### config.mk
export PLATFORM = sky130hd
export DESIGN_NAME = nearest_four_select
export DESIGN_NICKNAME = d
export VERILOG_FILES = /design/src/rtl/core/nfs_pkg.sv /design/src/rtl/core/nfs_dist.sv /design/src/rtl/core/nfs_cell.sv /design/src/rtl/core/nfs_drain.sv /design/src/rtl/core/nearest_four_select.sv
export SDC_FILE = /design/constraint.sdc
export NUM_CORES = 2
export LEC_CHECK = 0
export ABC_CLOCK_PERIOD_IN_PS = 23000
export BUFFER_PORTS_ARGS = -buffer_cell sky130_fd_sc_hd__buf_2
export CORE_MARGIN = 1.5
export CORE_UTILIZATION = 65
export CTS_CLUSTER_DIAMETER = 120
export CTS_CLUSTER_SIZE = 8
export DETAILED_ROUTE_END_ITERATION = 12
export PLACE_DENSITY = 0.78
export SLEW_MARGIN = 20
export SYNTH_ARGS = -nofsm -noshare
export SYNTH_HDL_FRONTEND = slang
export SYNTH_HIERARCHICAL = 1
export SYNTH_SLANG_ARGS = --single-unit
### constraint.sdc
create_clock -name i_clk -period 23 [get_ports i_clk]
set_clock_uncertainty 0.05 [all_clocks]
set_input_delay 3.45 -clock i_clk [delete_from_list [all_inputs] [get_ports i_clk]]
set_output_delay 3.45 -clock i_clk [all_outputs]
set_load 0.02 [all_outputs]
### src/rtl/core/nfs_pkg.sv
// shared constants and types for nearest_four_select
// no dependencies
package nfs_pkg;

    localparam int NUM_NEAREST_DEF = 4;
    localparam int COORD_BITS_DEF  = 24;
    localparam int ID_BITS_DEF     = 16;

    localparam int DIST_BITS    = 51;
    localparam int OUT_ID_BITS  = 16;
    localparam int RANK_BITS    = 2;
    localparam int CFG_IDX_BITS = 1;

    localparam logic [CFG_IDX_BITS-1:0] CFG_QUERY_X = 1'b0;
    localparam logic [CFG_IDX_BITS-1:0] CFG_QUERY_Y = 1'b1;

    typedef struct packed {
        logic valid;
        logic lt;
        logic eq;
    } t_cell_ctl;

endpackage

### src/rtl/core/nfs_dist.sv
// three-stage squared distance pipeline: abs difference, square, sum and saturate
// depends on nfs_pkg
module nfs_dist
    import nfs_pkg::*;
#(
    parameter int COORD_BITS = COORD_BITS_DEF,
    parameter int ID_BITS    = ID_BITS_DEF
) (
    input  logic                  i_clk,
    input  logic                  i_rst_n,
    input  logic                  i_en,
    input  logic                  i_valid,
    input  logic [ID_BITS-1:0]    i_id,
    input  logic [COORD_BITS-1:0] i_cx,
    input  logic [COORD_BITS-1:0] i_cy,
    input  logic                  i_end,
    input  logic [COORD_BITS-1:0] i_qx,
    input  logic [COORD_BITS-1:0] i_qy,
    output logic                  o_valid,
    output logic [ID_BITS-1:0]    o_id,
    output logic [DIST_BITS-1:0]  o_dist,
    output logic                  o_end
);

    localparam int PROD_W = 2 * COORD_BITS;
    localparam int SUM_W  = PROD_W + 1;

    logic [COORD_BITS:0]   w_dx_full;
    logic [COORD_BITS:0]   w_dy_full;
    logic [COORD_BITS-1:0] n_dx;
    logic [COORD_BITS-1:0] n_dy;
    logic [SUM_W-1:0]      w_sum;
    logic [DIST_BITS-1:0]  n_dist;

    logic                  r_s1_valid, r_s2_valid, r_s3_valid;
    logic                  r_s1_end, r_s2_end, r_s3_end;
    logic [ID_BITS-1:0]    r_s1_id, r_s2_id, r_s3_id;
    logic [COORD_BITS-1:0] r_dx, r_dy;
    logic [PROD_W-1:0]     r_px, r_py;
    logic [DIST_BITS-1:0]  r_dist;

    assign w_dx_full = {i_cx[COORD_BITS-1], i_cx} - {i_qx[COORD_BITS-1], i_qx};
    assign w_dy_full = {i_cy[COORD_BITS-1], i_cy} - {i_qy[COORD_BITS-1], i_qy};

    // magnitude fits in COORD_BITS bits
    assign n_dx = w_dx_full[COORD_BITS] ? (~w_dx_full[COORD_BITS-1:0] + 1'b1)
                                        : w_dx_full[COORD_BITS-1:0];
    assign n_dy = w_dy_full[COORD_BITS] ? (~w_dy_full[COORD_BITS-1:0] + 1'b1)
                                        : w_dy_full[COORD_BITS-1:0];

    assign w_sum = {1'b0, r_px} + {1'b0, r_py};

    generate
        if (SUM_W > DIST_BITS) begin : g_sat
            assign n_dist = (|w_sum[SUM_W-1:DIST_BITS]) ? {DIST_BITS{1'b1}}
                                                         : w_sum[DIST_BITS-1:0];
        end else begin : g_fit
            assign n_dist = DIST_BITS'(w_sum);
        end
    endgenerate

    always_ff @(posedge i_clk) begin
        if (!i_rst_n) begin
            r_s1_valid <= 1'b0;
            r_s2_valid <= 1'b0;
            r_s3_valid <= 1'b0;
        end else if (i_en) begin
            r_s1_valid <= i_valid;
            r_s2_valid <= r_s1_valid;
            r_s3_valid <= r_s2_valid;
        end
    end

    always_ff @(posedge i_clk) begin
        if (i_en) begin
            r_s1_id  <= i_id;
            r_s1_end <= i_end;
            r_dx     <= n_dx;
            r_dy     <= n_dy;
            r_s2_id  <= r_s1_id;
            r_s2_end <= r_s1_end;
            r_px     <= r_dx * r_dx;
            r_py     <= r_dy * r_dy;
            r_s3_id  <= r_s2_id;
            r_s3_end <= r_s2_end;
            r_dist   <= n_dist;
        end
    end

    assign o_valid = r_s3_valid;
    assign o_id    = r_s3_id;
    assign o_dist  = r_dist;
    assign o_end   = r_s3_end;

endmodule

### src/rtl/core/nfs_cell.sv
// one sorted slot of the nearest-neighbor chain; takes the newcomer or its left neighbor
// depends on nfs_pkg
module nfs_cell
    import nfs_pkg::*;
#(
    parameter int ID_BITS = ID_BITS_DEF
) (
    input  logic                 i_clk,
    input  logic                 i_rst_n,
    input  logic                 i_en,
    input  logic                 i_ins,
    input  logic                 i_clr,
    input  logic [ID_BITS-1:0]   i_new_id,
    input  logic [DIST_BITS-1:0] i_new_dist,
    input  t_cell_ctl            i_left_ctl,
    input  logic [ID_BITS-1:0]   i_left_id,
    input  logic [DIST_BITS-1:0] i_left_dist,
    output t_cell_ctl            o_ctl,
    output logic [ID_BITS-1:0]   o_id,
    output logic [DIST_BITS-1:0] o_dist,
    output logic                 o_nxt_valid,
    output logic [ID_BITS-1:0]   o_nxt_id,
    output logic [DIST_BITS-1:0] o_nxt_dist
);

    logic                 r_valid;
    logic [ID_BITS-1:0]   r_id;
    logic [DIST_BITS-1:0] r_dist;
    logic                 n_valid;
    logic [ID_BITS-1:0]   n_id;
    logic [DIST_BITS-1:0] n_dist;

    assign o_ctl.valid = r_valid;
    assign o_ctl.lt    = r_valid && (r_dist < i_new_dist);
    assign o_ctl.eq    = r_valid && (r_dist == i_new_dist);

    always_comb begin
        n_valid = r_valid;
        n_id    = r_id;
        n_dist  = r_dist;
        if (i_ins && !o_ctl.lt) begin
            if (i_left_ctl.lt) begin
                n_valid = 1'b1;
                n_id    = i_new_id;
                n_dist  = i_new_dist;
            end else begin
                n_valid = i_left_ctl.valid;
                n_id    = i_left_id;
                n_dist  = i_left_dist;
            end
        end
    end

    always_ff @(posedge i_clk) begin
        if (!i_rst_n) begin
            r_valid <= 1'b0;
        end else if (i_en) begin
            r_valid <= n_valid && !i_clr;
        end
    end

    always_ff @(posedge i_clk) begin
        if (i_en) begin
            r_id   <= n_id;
            r_dist <= n_dist;
        end
    end

    assign o_id        = r_id;
    assign o_dist      = r_dist;
    assign o_nxt_valid = n_valid;
    assign o_nxt_id    = n_id;
    assign o_nxt_dist  = n_dist;

endmodule

### src/rtl/core/nfs_drain.sv
// result buffer: captures chain at set end; while i_ready, shifts one out per cycle
// depends on nfs_pkg
module nfs_drain
    import nfs_pkg::*;
#(
    parameter int NUM_NEAREST = NUM_NEAREST_DEF,
    parameter int ID_BITS     = ID_BITS_DEF
) (
    input  logic                   i_clk,
    input  logic                   i_rst_n,
    input  logic                   i_load,
    input  logic [NUM_NEAREST-1:0] i_ld_valid,
    input  logic [ID_BITS-1:0]     i_ld_id   [NUM_NEAREST],
    input  logic [DIST_BITS-1:0]   i_ld_dist [NUM_NEAREST],
    input  logic                   i_ready,
    output logic                   o_free,
    output logic                   o_valid,
    output logic [OUT_ID_BITS-1:0] o_neighbor_id,
    output logic [DIST_BITS-1:0]   o_sq_distance,
    output logic [RANK_BITS-1:0]   o_rank,
    output logic                   o_run_end
);

    localparam int CNT_W = $clog2(NUM_NEAREST + 1);

    logic [CNT_W-1:0]     r_cnt;
    logic [RANK_BITS-1:0] r_rank;
    logic [ID_BITS-1:0]   r_buf_id   [NUM_NEAREST];
    logic [DIST_BITS-1:0] r_buf_dist [NUM_NEAREST];
    logic                 w_take;

    assign o_valid   = (r_cnt != '0);
    assign w_take    = o_valid && i_ready;
    assign o_run_end = (r_cnt == CNT_W'(1));
    assign o_free    = !o_valid || (o_run_end && i_ready);

    always_ff @(posedge i_clk) begin
        if (!i_rst_n) begin
            r_cnt  <= '0;
            r_rank <= '0;
        end else if (i_load) begin
            r_cnt  <= CNT_W'($countones(i_ld_valid));
            r_rank <= '0;
        end else if (w_take) begin
            r_cnt  <= r_cnt - 1'b1;
            r_rank <= r_rank + 1'b1;
        end
    end

    always_ff @(posedge i_clk) begin
        if (i_load) begin
            for (int k = 0; k < NUM_NEAREST; k++) begin
                r_buf_id[k]   <= i_ld_id[k];
                r_buf_dist[k] <= i_ld_dist[k];
            end
        end else if (w_take) begin
            for (int k = 0; k < NUM_NEAREST - 1; k++) begin
                r_buf_id[k]   <= r_buf_id[k+1];
                r_buf_dist[k] <= r_buf_dist[k+1];
            end
        end
    end

    assign o_neighbor_id = OUT_ID_BITS'(r_buf_id[0]);
    assign o_sq_distance = r_buf_dist[0];
    assign o_rank        = r_rank;

endmodule

### src/rtl/core/nearest_four_select.sv
// nearest_four_select top level: distance pipeline, chain of slot cells, result buffer
// depends on nfs_pkg, nfs_dist, nfs_cell, nfs_drain
//
// Accepts one cell per clock. Each cell's squared distance to the query point
// is formed in a three-stage pipeline, and once it leaves the third stage the
// cell is inserted into a chain of NUM_NEAREST slot cells that keep it in
// ascending order (a tie with a kept distance drops the newcomer). When the
// request marked set end reaches the chain, the kept slots move to the result
// buffer and the chain clears in the same cycle; results then leave one per
// cycle while i_ready is high, rank 0 first, run end on the last. Input is held
// off only while a set-end request waits at the chain for the previous run's
// results to be taken.
module nearest_four_select
    import nfs_pkg::*;
#(
    parameter int NUM_NEAREST = NUM_NEAREST_DEF,
    parameter int COORD_BITS  = COORD_BITS_DEF,
    parameter int ID_BITS     = ID_BITS_DEF
) (
    input  logic                         i_clk,
    input  logic                         i_rst_n,
    input  logic                         i_cfg_we,
    input  logic [CFG_IDX_BITS-1:0]      i_cfg_idx,
    input  logic [COORD_BITS-1:0]        i_cfg_data,
    input  logic                         i_valid,
    output logic                         o_ready,
    input  logic [ID_BITS-1:0]           i_cell_id,
    input  logic signed [COORD_BITS-1:0] i_center_x,
    input  logic signed [COORD_BITS-1:0] i_center_y,
    input  logic                         i_set_end,
    output logic                         o_valid,
    input  logic                         i_ready,
    output logic [OUT_ID_BITS-1:0]       o_neighbor_id,
    output logic [DIST_BITS-1:0]         o_sq_distance,
    output logic [RANK_BITS-1:0]         o_rank,
    output logic                         o_run_end
);

    logic [COORD_BITS-1:0] r_qx;
    logic [COORD_BITS-1:0] r_qy;

    logic                  w_en;
    logic                  w_drain_free;
    logic                  w_s3_valid;
    logic [ID_BITS-1:0]    w_s3_id;
    logic [DIST_BITS-1:0]  w_s3_dist;
    logic                  w_s3_end;
    logic                  w_ins;
    logic                  w_clr;
    logic [NUM_NEAREST-1:0] w_eq;

    t_cell_ctl              w_ctl      [NUM_NEAREST+1];
    logic [ID_BITS-1:0]     w_id       [NUM_NEAREST+1];
    logic [DIST_BITS-1:0]   w_dist     [NUM_NEAREST+1];
    logic [NUM_NEAREST-1:0] w_nxt_valid;
    logic [ID_BITS-1:0]     w_nxt_id   [NUM_NEAREST];
    logic [DIST_BITS-1:0]   w_nxt_dist [NUM_NEAREST];

    always_ff @(posedge i_clk) begin
        if (!i_rst_n) begin
            r_qx <= '0;
            r_qy <= '0;
        end else if (i_cfg_we) begin
            unique case (i_cfg_idx)
                CFG_QUERY_X: r_qx <= i_cfg_data;
                CFG_QUERY_Y: r_qy <= i_cfg_data;
                default: ;
            endcase
        end
    end

    // a set-end request may not reach the chain until the buffer is free
    assign w_en    = !(w_s3_valid && w_s3_end && !w_drain_free);
    assign o_ready = w_en;

    nfs_dist #(
        .COORD_BITS (COORD_BITS),
        .ID_BITS    (ID_BITS)
    ) u_dist (
        .i_clk   (i_clk),
        .i_rst_n (i_rst_n),
        .i_en    (w_en),
        .i_valid (i_valid),
        .i_id    (i_cell_id),
        .i_cx    (i_center_x),
        .i_cy    (i_center_y),
        .i_end   (i_set_end),
        .i_qx    (r_qx),
        .i_qy    (r_qy),
        .o_valid (w_s3_valid),
        .o_id    (w_s3_id),
        .o_dist  (w_s3_dist),
        .o_end   (w_s3_end)
    );

    assign w_ins = w_s3_valid && !(|w_eq);
    assign w_clr = w_s3_valid && w_s3_end;

    // head of the chain: the newcomer always lands at or after slot 0
    assign w_ctl[0]  = '{valid: 1'b0, lt: 1'b1, eq: 1'b0};
    assign w_id[0]   = '0;
    assign w_dist[0] = '0;

    generate
        for (genvar g = 0; g < NUM_NEAREST; g++) begin : g_cell
            nfs_cell #(
                .ID_BITS (ID_BITS)
            ) u_cell (
                .i_clk       (i_clk),
                .i_rst_n     (i_rst_n),
                .i_en        (w_en),
                .i_ins       (w_ins),
                .i_clr       (w_clr),
                .i_new_id    (w_s3_id),
                .i_new_dist  (w_s3_dist),
                .i_left_ctl  (w_ctl[g]),
                .i_left_id   (w_id[g]),
                .i_left_dist (w_dist[g]),
                .o_ctl       (w_ctl[g+1]),
                .o_id        (w_id[g+1]),
                .o_dist      (w_dist[g+1]),
                .o_nxt_valid (w_nxt_valid[g]),
                .o_nxt_id    (w_nxt_id[g]),
                .o_nxt_dist  (w_nxt_dist[g])
            );
            assign w_eq[g] = w_ctl[g+1].eq;
        end
    endgenerate

    nfs_drain #(
        .NUM_NEAREST (NUM_NEAREST),
        .ID_BITS     (ID_BITS)
    ) u_drain (
        .i_clk         (i_clk),
        .i_rst_n       (i_rst_n),
        .i_load        (w_en && w_clr),
        .i_ld_valid    (w_nxt_valid),
        .i_ld_id       (w_nxt_id),
        .i_ld_dist     (w_nxt_dist),
        .i_ready       (i_ready),
        .o_free        (w_drain_free),
        .o_valid       (o_valid),
        .o_neighbor_id (o_neighbor_id),
        .o_sq_distance (o_sq_distance),
        .o_rank        (o_rank),
        .o_run_end     (o_run_end)
    );

endmodule

Word level (Yosys, flattened, before mapping)
Memories as Yosys holds them, arrays and structs flattened.
Index checks and enable logic that the tools add are counted.
{"block": "totals", "regBits": 572, "ram_bits": 268, "inputBits": 95, "out_inout_bits": 72, "wordCells": 137, "memories": 2}
{"name": "u_drain.r_buf_dist", "depth": 4, "width": 51, "read_ports": 4, "rd_ports_with_merged_regs": 0, "write_ports": 4, "line": "nfs_drain.sv:29", "source": "logic [DIST_BITS-1:0] r_buf_dist [NUM_NEAREST];"}
{"name": "u_drain.r_buf_id", "depth": 4, "width": 16, "read_ports": 4, "rd_ports_with_merged_regs": 0, "write_ports": 4, "line": "nfs_drain.sv:28", "source": "logic [ID_BITS-1:0] r_buf_id [NUM_NEAREST];"}
{"block": "classes", "n_addsub": 10, "mul": 2, "n_lt_le_gt_ge": 4, "eq_ne": 5, "muxes": 36, "bitwise": 10, "n_reduce_logical": 38}
{"cell": "$mux 51", "count": 10}
{"cell": "$eq 51x49->1", "count": 4}
{"cell": "$lt 51x49->1", "count": 4}
{"cell": "$mux 16", "count": 10}
{"cell": "$mul 24x24->48", "count": 2}
{"cell": "$sub 24x24->25", "count": 2}
{"cell": "$add 48x48->49", "count": 1}
{"cell": "$add 24x1->24 const B", "count": 2}
{"cell": "$mux 24", "count": 2}
{"cell": "$not 24->24", "count": 2}
{"cell": "$logic_and 1x1->1", "count": 22}
{"cell": "$mux 1", "count": 12}
{"cell": "$logic_not 1->1", "count": 9}
{"cell": "$mux 3", "count": 2}
{"cell": "$or 1x1->1", "count": 6}
{"cell": "$add 1x1->2", "count": 2}
{"cell": "$reduce_and 2->1", "count": 2}
{"cell": "$reduce_or 4->1", "count": 1}
{"cell": "$add 3x3->3", "count": 1}
{"cell": "$eq 3x1->1 const B", "count": 1}
{"cell": "$reduce_bool 3->1", "count": 1}
{"cell": "$sub 3x1->3 const B", "count": 1}
{"cell": "$add 2x1->2 const B", "count": 1}
{"cell": "$not 1->1", "count": 2}
{"cell": "3 further kinds", "count": 3}

Logic depth before layout (Yosys ltp)
{"block": "depth", "ltp_word": 10, "mapped_depth": 28, "mapped_depth_nobuf": 27}

Cells and area by module
The synthesis kept the hierarchy.
{"module": "nfs_dist", "n_inst": 1, "cells_per_inst": 4781, "area_per_inst_um2": 46279.4, "seq_area_each_um2": 7327.0}
{"module": "nfs_cell", "n_inst": 4, "cells_per_inst": 419, "area_per_inst_um2": 5029.8, "seq_area_each_um2": 2031.9}
{"module": "nfs_drain", "n_inst": 1, "cells_per_inst": 540, "area_per_inst_um2": 11751.3, "seq_area_each_um2": 8147.8}
{"module": "nearest_four_select", "n_inst": 1, "cells_per_inst": 191, "area_per_inst_um2": 1880.6, "seq_area_each_um2": 960.9}

Worst setup path before layout
No wires, ideal clock.
{"block": "synth_path", "path_kind": "input to output", "start": "input i_ready", "end": "output o_ready", "t_arrival_ps": 16181, "t_required_ps": 19500, "path_slack_ps": 3319, "stages": 4, "n_path_buf": 1, "path_cell_list": "clkbuf_2 nand2_1 nand2_1 nand2b_1"}
{"block": "synth_via", "elab_chain_cells": 5}
{"element": "start: declaration", "line": "nearest_four_select.sv:32", "source": "input logic i_ready,"}
{"element": "$logic_and 1x1->1", "line": "nfs_drain.sv:35", "source": "assign o_free = !o_valid || (o_run_end && i_ready);"}
{"element": "$logic_or 1x1->1", "line": "nfs_drain.sv:35"}
{"element": "net w_drain_free", "line": "nearest_four_select.sv:43", "source": "logic w_drain_free;"}
{"element": "$logic_not 1->1", "line": "nearest_four_select.sv:73", "source": "assign w_en = !(w_s3_valid && w_s3_end && !w_drain_free);"}
{"element": "$logic_and 1x1->1", "line": "nearest_four_select.sv:73"}
{"element": "$logic_not 1->1", "line": "nearest_four_select.sv:73"}
{"element": "end: declaration", "line": "nearest_four_select.sv:26", "source": "output logic o_ready,"}
The timed path passes the listed nets, and every way through them passes these cells.

Final worst setup path
{"block": "layout_path", "start": "register u_dist.r_dx[1]", "end": "register u_dist.r_px[47] (data pin)"}
{"block": "layout_via", "elab_chain_cells": 1}
{"element": "start: declaration", "line": "nfs_dist.sv:38", "source": "logic [COORD_BITS-1:0] r_dx, r_dy;"}
{"element": "start signal: assignment", "line": "nfs_dist.sv:78", "source": "r_dx <= n_dx;"}
{"element": "$mul 24x24->48", "line": "nfs_dist.sv:82", "source": "r_px <= r_dx * r_dx;"}
{"element": "end signal: assignment", "line": "nfs_dist.sv:82"}
{"element": "end: declaration", "line": "nfs_dist.sv:39", "source": "logic [PROD_W-1:0] r_px, r_py;"}
Every way passes these cells.
A chain may end at the register's enable or synchronous reset.

==> summary.txt <==
Detailed routing
  – Wire length per cell: 20.0 um
  – DRC errors left: 0
  – Vias per cell: 5.77
  – Via Count: 52122
  – Drt pass-1 iters: 5
  – Antenna Violating Nets Remaining: 0
  – Initial DRC count: 3529
  – Routed wire length: 181000 um

Placement
  – Gpl congestion: 0.913
  – Buffers on Ports: 166
  – DP Area: 0.0823 mm^2
  – Dpl cells: 8869
  – Pre-CTS WS: 14930 ps
  – Placed wire-length estimate: 134000 um

Yosys
  – Synthesized area: 0.0800 mm^2
  – Mapped Avg Cell Area: 11.1 um^2
  – Synth Instances: 7187
  – Syn. warnings: 6

Layout
  – Fill count: 8586
  – Area Growth Syn to Fin: 7.02%
  – Share of layout cells above drive strength 1: 0.147
  – Final Cell Area: 0.0856 mm^2
  – Final non-filler cell total: 9041
  – Final net count: 8966

Timing
  – Final worst path period share: 0.352
  – Slew margin rel.: 0.229
  – Final setup violation count: 0
  – Final Max Slew Viols: 0
  – RSZ-0062 raised after global routing: false
  – PnR worst setup slack: 14900 ps
  – Fin. Hold Viols: 0
  – Worst slew pin tran: 1160 ps
  – Setup TNS: 0 ps
  – Min Tclk post-route: 8100 ps
  – F_max: 124 MHz

Floorplanning
  – Core Region: 0.122 mm^2
  – IO Pins: 167
  – Die width: 354 um
  – Die Height: 354 um
  – Initial Util: 0.656
  – # rows: 128
  – Die area: 0.125 mm^2

Clock tree
  – CTS root buffer: clkbuf_16
  – Worst-path clk slew: 50 ps
  – Setup Fix Bufs, Post-CTS: 0
  – CTS tree: built
  – Post-CTS sizing: 0
  – CTS buffer count: 116
  – Hold Buf Count CTS: 0
  – Worst skew pair latency: 780 ps
  – CTS Sinks: 838
  – Clock Tree Buf Depth: 3
  – H-Tree Level Count: 3

GRT
  – Grt ovf: 0
  – Initial antenna violation count: 9
  – GRT Resource Usage Total: 0.294
  – Vias in the first global route: 55741
  – Global-route wire length before repair: 294000 um
  – Largest net degree at the start of global routing: 186

Critical path
  – Worst EP required: 23370 ps
  – Worst Setup End Kind: flop
  – Worst-path fanout max: 24
  – Data arrival, critical path: 8470 ps
  – Kind of critical path: reg2reg
  – Startpoint Class: flop

Outcome
  – Outcome: complete, no violations

Job
  – Max-cap viol count: 0

Hold path
  – Worst Hold Class: reg2reg
-- routing by layer --
metal,part of all wire,vias up,track usage,wire (um)
li1,-,24057,-,-
met1,0.41,25934,0.384,74700
met2,0.49,1766,0.503,88700
met3,0.062,355,0.0447,11300
met4,0.035,10,0.100,6330
met5,0.00033,-,0,59
-- layout by cell type (no fill, tap or decap), types with 61 or more instances in the layout --
cell and instances:
buf_2 166, xor2_1 79, conb_1 71, inv_1 1500, and2_1 229, mux2_4 190
a21o_1 90, nor2_1 176, fa_1 847, mux2_1 77, nand2_1 562, o21ai_0 115
a21oi_1 245, clkbuf_16 116, nand3_1 61, mux2_2 472, edfxtp_1 778, mux2i_1 68
xnor2_1 130, ha_1 661
-- state kept, by name, summed over array words and instances, names as in the netlist, 2 cells and up --
register	cells
u_dist/o_id	16
u_drain/r_buf_dist	204
u_drain/o_rank	2
u_dist/r_dx	24
g_cell.u_cell/r_valid	4
u_drain/r_cnt	3
u_dist/r_dy	24
r_qx	24
u_dist/r_s2_id	16
r_qy	24
u_dist/r_py	47
g_cell.u_cell/o_dist	204
u_drain/r_buf_id	64
u_dist/r_px	47
u_dist/r_s1_id	16
g_cell.u_cell/o_id	64
u_dist/o_dist	49
-- path summary, 6_finish.rpt --
path / from / endpoint / slack, ps / cells after the start
worst max-delay path: u_dist/r_dx[1] / u_dist/r_px[47] / 14900 / 24
worst min-delay path: u_dist/r_s2_id[15] / u_dist/o_id[15] / 310 / 0
worst max register to register: u_dist/r_dx[1] / u_dist/r_px[47] / 14900 / 24
worst min register to register: u_dist/r_s2_id[15] / u_dist/o_id[15] / 310 / 0
-- cell type report --
cell class | count | area (um^2) | area share
Tap cell | 1625 | 2030 | 0.0237
Clock inverter | 10 | 258 | 0.00301
Timing Repair Buffer | 221 | 1310 | 0.0152
Inverter | 1501 | 5640 | 0.0658
Sequential cell | 838 | 24600 | 0.287
Clock buffer | 156 | 3050 | 0.0356
Antenna cell | 5 | 12.5 | 0.000146
Multi-Input combinational cell | 4685 | 48800 | 0.570
-- worst max-delay path, stage by stage, from the launching register on --
cell,delay (ps)
edfxtp_1,1050
and2_1,270
inv_1,60
fa_1,470
inv_1,60
fa_1,510
fa_1,550
inv_1,50
fa_1,500
inv_1,60
fa_1,500
fa_1,490
inv_1,50
fa_1,490
inv_1,40
ha_1,410
and4_1,330
nand4_1,120
o41ai_1,260
a41oi_1,150
a21oi_1,400
a31oi_1,240
o21ai_1,330
o221ai_1,200
xnor2_1,150
-- stage by stage --
stage / hold WS [ps] / util
6_report: 314 / 0.702
4_1_cts: 310 / 0.701
3_3_place_gp: 352 / 0.674
2_1_floorplan: 350 / -
5_1_grt: 334 / 0.702
3_5_place_dp: 355 / 0.674
Power is not shown: default switching activity piles up to over one toggle a cycle in this logic, so the estimate is an artifact.
